`src/rtl/row_seat_allocator_core_assert.svh`:
```
// Assertion macros for the row seat allocator.
`ifndef ROW_SEAT_ALLOCATOR_CORE_ASSERT_SVH
`define ROW_SEAT_ALLOCATOR_CORE_ASSERT_SVH
`ifndef NO_ASSERTIONS
`define RSA_ASSERT_IMPL(label, ante, cons) \
  label: assert property (@(posedge clk) disable iff (!rst_n) (ante) |-> (cons)) \
    else $error("row seat allocator check failed");
`define RSA_ASSERT_NEXT(label, ante, cons) \
  label: assert property (@(posedge clk) disable iff (!rst_n) (ante) |=> (cons)) \
    else $error("row seat allocator check failed");
`else
`define RSA_ASSERT_IMPL(label, ante, cons)
`define RSA_ASSERT_NEXT(label, ante, cons)
`endif
`endif

```
`src/rtl/rsa_ram.sv`:
```
// Generic single-port-write, single-port-read RAM with registered read.
module rsa_ram #(
  parameter int unsigned WIDTH = 8,
  parameter int unsigned DEPTH = 16
) (
  input  logic                     clk,
  input  logic                     we,
  input  logic [$clog2(DEPTH)-1:0] waddr,
  input  logic [WIDTH-1:0]         wdata,
  input  logic [$clog2(DEPTH)-1:0] raddr,
  output logic [WIDTH-1:0]         rdata
);
  logic [WIDTH-1:0] mem [DEPTH];
  always_ff @(posedge clk) begin
    if (we) begin
      mem[waddr] <= wdata;
    end
    rdata <= mem[raddr];
  end
endmodule

```
`config.mk`:
```
export PLATFORM = sky130hd
export DESIGN_NAME = rsa_ram
export DESIGN_NICKNAME = d
export VERILOG_FILES = /design/src/rtl/row_seat_allocator_core_assert.svh /design/src/rtl/rsa_ram.sv
export SDC_FILE = /design/constraint.sdc
export NUM_CORES = 1
export LEC_CHECK = 0
export ABC_AREA = 0
export BUFFER_PORTS_ARGS = -buffer_cell sky130_fd_sc_hd__buf_2
export CAP_MARGIN = 20
export CORE_MARGIN = 2
export CORE_UTILIZATION = 65
export DETAILED_ROUTE_END_ITERATION = 7
export PLACE_DENSITY = 0.85
export REMOVE_ABC_BUFFERS = 1
export SETUP_SLACK_MARGIN = 0.3
export SLEW_MARGIN = 10
export SYNTH_ARGS = -nofsm -noshare
export SYNTH_HDL_FRONTEND = slang
export SYNTH_SLANG_ARGS = --single-unit
```
`constraint.sdc`:
```
create_clock -name clk -period 2.84 [get_ports clk]
set_input_delay 0.426 -clock clk [delete_from_list [all_inputs] [get_ports clk]]
set_output_delay 0.426 -clock clk [all_outputs]
set_load 0.02 [all_outputs]
```
==> metrics.md <==
| Metric | Value |
|---|---|
| Fin crit period | `1.65 ns` |
| Total leakage power | `approximately 0.0020 uW` |
| Most area-consuming cells after synthesis | `sky130_fd_sc_hd__edfxtp_1 75%, sky130_fd_sc_hd__mux4_2 7.9%, sky130_fd_sc_hd__mux4_1 7.1%` |
| Depth of the CTS H-tree | `4` |
| Count of endpoints failing setup in the final report | `0` |
| Reg clk slew, reported paths | `0.06 ns` |
| Part of the cycle the worst path needs | `58.0%` |
| Final RePlAce weighted congestion | `0.719` |
| Worst hold-check path type | `in -> reg` |
| Setup repair after global routing missed its margin | `false` |
| Pre-CTS setup slack | `0.731 ns` |
| Pre-Repair DR Iteration Count | `4` |
| Vias per inst | `6.33` |
| Worst Slack Setup Final | `1.19 ns` |
| Synth area leader | `sky130_fd_sc_hd__edfxtp_1` |
| Via count | `2450` |
| Cell with the largest stage delay on the worst path | `sky130_fd_sc_hd__nor2_1` |
| Arrival time at the worst endpoint | `1.77 ns` |
| Total GRT Usage | `25.1%` |
| Width of the die | `93.0 um` |
| Effective utilization at floorplan | `67.0%` |
| Run status | `finished, final reports clean` |
| Data required time of the worst path | `2.97 ns` |
| Placed instance area | `0.00539 mm^2` |
| Via count of the first global-routing pass | `2536` |
| Total number of nets in the final design | `between 200 and 300` |
| Overflow left after global routing | `0` |
| Worst slew margin relative to its limit | `~40%` |
| Slew of the pin with the lowest slew margin | `0.901 ns` |
| Number of buffers inserted by hold repair at cts | `0` |
| DRT iter0 DRCs | `192` |
| Die ar. | `just under 0.009 mm^2` |
| Boundary Pins | `26` |
| Share of layout cells above drive strength 1 | `28.5%` |
| Crit path largest cell delay | `0.71 ns` |
| Core Footprint | `0.00769 mm^2` |
| Syn avg cell area | `22.5 um^2` |
| Share of the yosys chip area belonging to registers | `77.8%` |
| Pwr per Cell Area | `763 mW/mm^2` |
| Mapped cell area | `0.00515 mm^2` |
| Critical Path Sink Type | `register` |
| Routed wire length | `9610 um` |
| Count of instances resized after the clock tree is built | `0` |
| Area share of the largest cell type after synthesis | `74.7%` |
| Kind of critical path | `in -> reg` |
| Number of unique standard cell types used by synthesis | `19` |
| Number of design rule violations left after detail routing | `0` |
| TritonCTS clock tree | `built` |
| Number of buffers inserted to repair setup after CTS | `0` |
| Half-perimeter wire length of the detailed placement result | `5630 um` |
| Clock buffer count from CTS | `17` |
| Synthesized flop and latch total | `136` |
| Yosys warns | `0` |
| Initial antenna violation count | `1` |
| Layout filler cell count | `410` |
| Category of the worst setup path launch point | `input port` |
| Root Buffer Master | `sky130_fd_sc_hd__clkbuf_8` |
| Maximum number of pins on one net before global-route repair | `33` |
| Maximum ir drop on the vdd rail | `430 uV` |
| Cells along the critical path | `buf_2 -> or3b_2 -> nor2_1` |
| Number of slew-limit violations in the final report | `0` |
| Number of cell rows | `32` |
| Port Buf Inserts | `25` |
| Global-route wire length before repair | `14800 um` |
| Critical path fanouts, max | `8` |
| Endpoints failing hold | `0` |
| Area Growth Syn to Fin | `15.8%` |
| Post-layout instance area | `0.00596 mm^2` |
| Final ANT Viol Nets | `0` |
| Number of sinks handled by clock tree synthesis | `136` |
| Post-route setup TNS | `0 ns` |
| Max capacitance violation total | `0` |
| Die H | `93.0 um` |
| Syn Inst Count | `229` |
| Worst skew pair latency | `0.50 ns` |
| Number of buffers on the longest clock path | `2` |
| Maximum operating frequency | `607 MHz` |
| Average detailed-routed wire length per instance | `24.8 um` |
| Setup clock skew after layout | `slightly below 0.006 ns` |
cell families after synthesis:
family          count (synthesis)  synth area share, %
buf+inv                        10                 1.68
compound gates                 16                 2.33
mux                            32                 15.0
flops                         136                 77.8
simple gates                   35                 3.18
synth_stat cells, drive strengths merged:
master / n
nor3: 4
clkdlybuf4s25: 3
a22oi: 16
nand3: 1
nand2b: 2
and2: 1
dfxtp: 8
nor2b: 1
nand2: 9
nor2: 13
or3b: 1
edfxtp: 128
mux4: 32
and2b: 1
buf: 7
nand3b: 2
state kept, by name, indices dropped and copies added (netlist names):
register and cells:
mem 128, rdata 8
per-stage QoR:
stage / total power (uW) / std cells / hold WS [ns] / utilization (%)
after detailed placement: 2510 / 354 / 0.654 / 70.1
after global placement: 2500 / 354 / 0.645 / 70.1
after floorplan: 2400 / 219 / 0.525 / -
after global routing: 4690 / 386 / 0.298 / 77.5
final: 4550 / 387 / 0.300 / 77.6
after CTS: 4580 / 386 / 0.282 / 77.5
report_power, final:
part           internal, uW  switching [uW]  total, uW
sequential             2240            16.1       2260
combinational          84.7             127        212
clock                  1290             783       2080
total                  3620             926       4550
critical path, delay by kind of cell:
family / cells / cell delay, ns
and+or+nand+nor: 2 / 1.23
buffers and inverters: 1 / 0.12
placed cells by master (no fill, tap or decap), types with 2 or more instances in the layout:
cell type,n
sky130_fd_sc_hd__bufinv_16,2
sky130_fd_sc_hd__clkbuf_8,3
sky130_fd_sc_hd__edfxtp_1,128
sky130_fd_sc_hd__nand2_1,9
sky130_fd_sc_hd__buf_2,25
sky130_fd_sc_hd__a22oi_1,16
sky130_fd_sc_hd__mux4_2,18
sky130_fd_sc_hd__nor2_1,13
sky130_fd_sc_hd__nor3_1,4
sky130_fd_sc_hd__clkbuf_16,16
sky130_fd_sc_hd__nand2b_1,2
sky130_fd_sc_hd__mux4_1,14
sky130_fd_sc_hd__dfxtp_1,8
sky130_fd_sc_hd__clkbuf_1,2
sky130_fd_sc_hd__buf_4,7
sky130_fd_sc_hd__clkinvlp_4,5
sky130_fd_sc_hd__nand3b_1,2
per-layer routing:
layer	global-route usage (%)	routed length [um]
met3	7.09	782
met5	0	0
met2	37.8	4920
met1	35.9	3810
met4	9.68	98
layout make-up:
type	instances	area, um^2	area share, %
flip-flops and latches	136	4000	67.2
repair buffers	33	198	3.32
diodes	1	2.50	0.0420
clock inverters	11	124	2.08
well taps	102	128	2.14
clock buffers	21	449	7.53
multi-input cells	83	1060	17.7
final timing paths:
kind	from	cells past startpoint	end	slack (ns)
worst min-delay path	wdata[1]	1	mem[12][1]	0.30
worst max-delay path	waddr[2]	3	mem[1][5]	1.19
worst min register to register	mem[12][6]	3	rdata[6]	0.67
worst max register to register	mem[8][5]	3	rdata[5]	1.46
No activity file was read; power rests on OpenSTA's default activity.
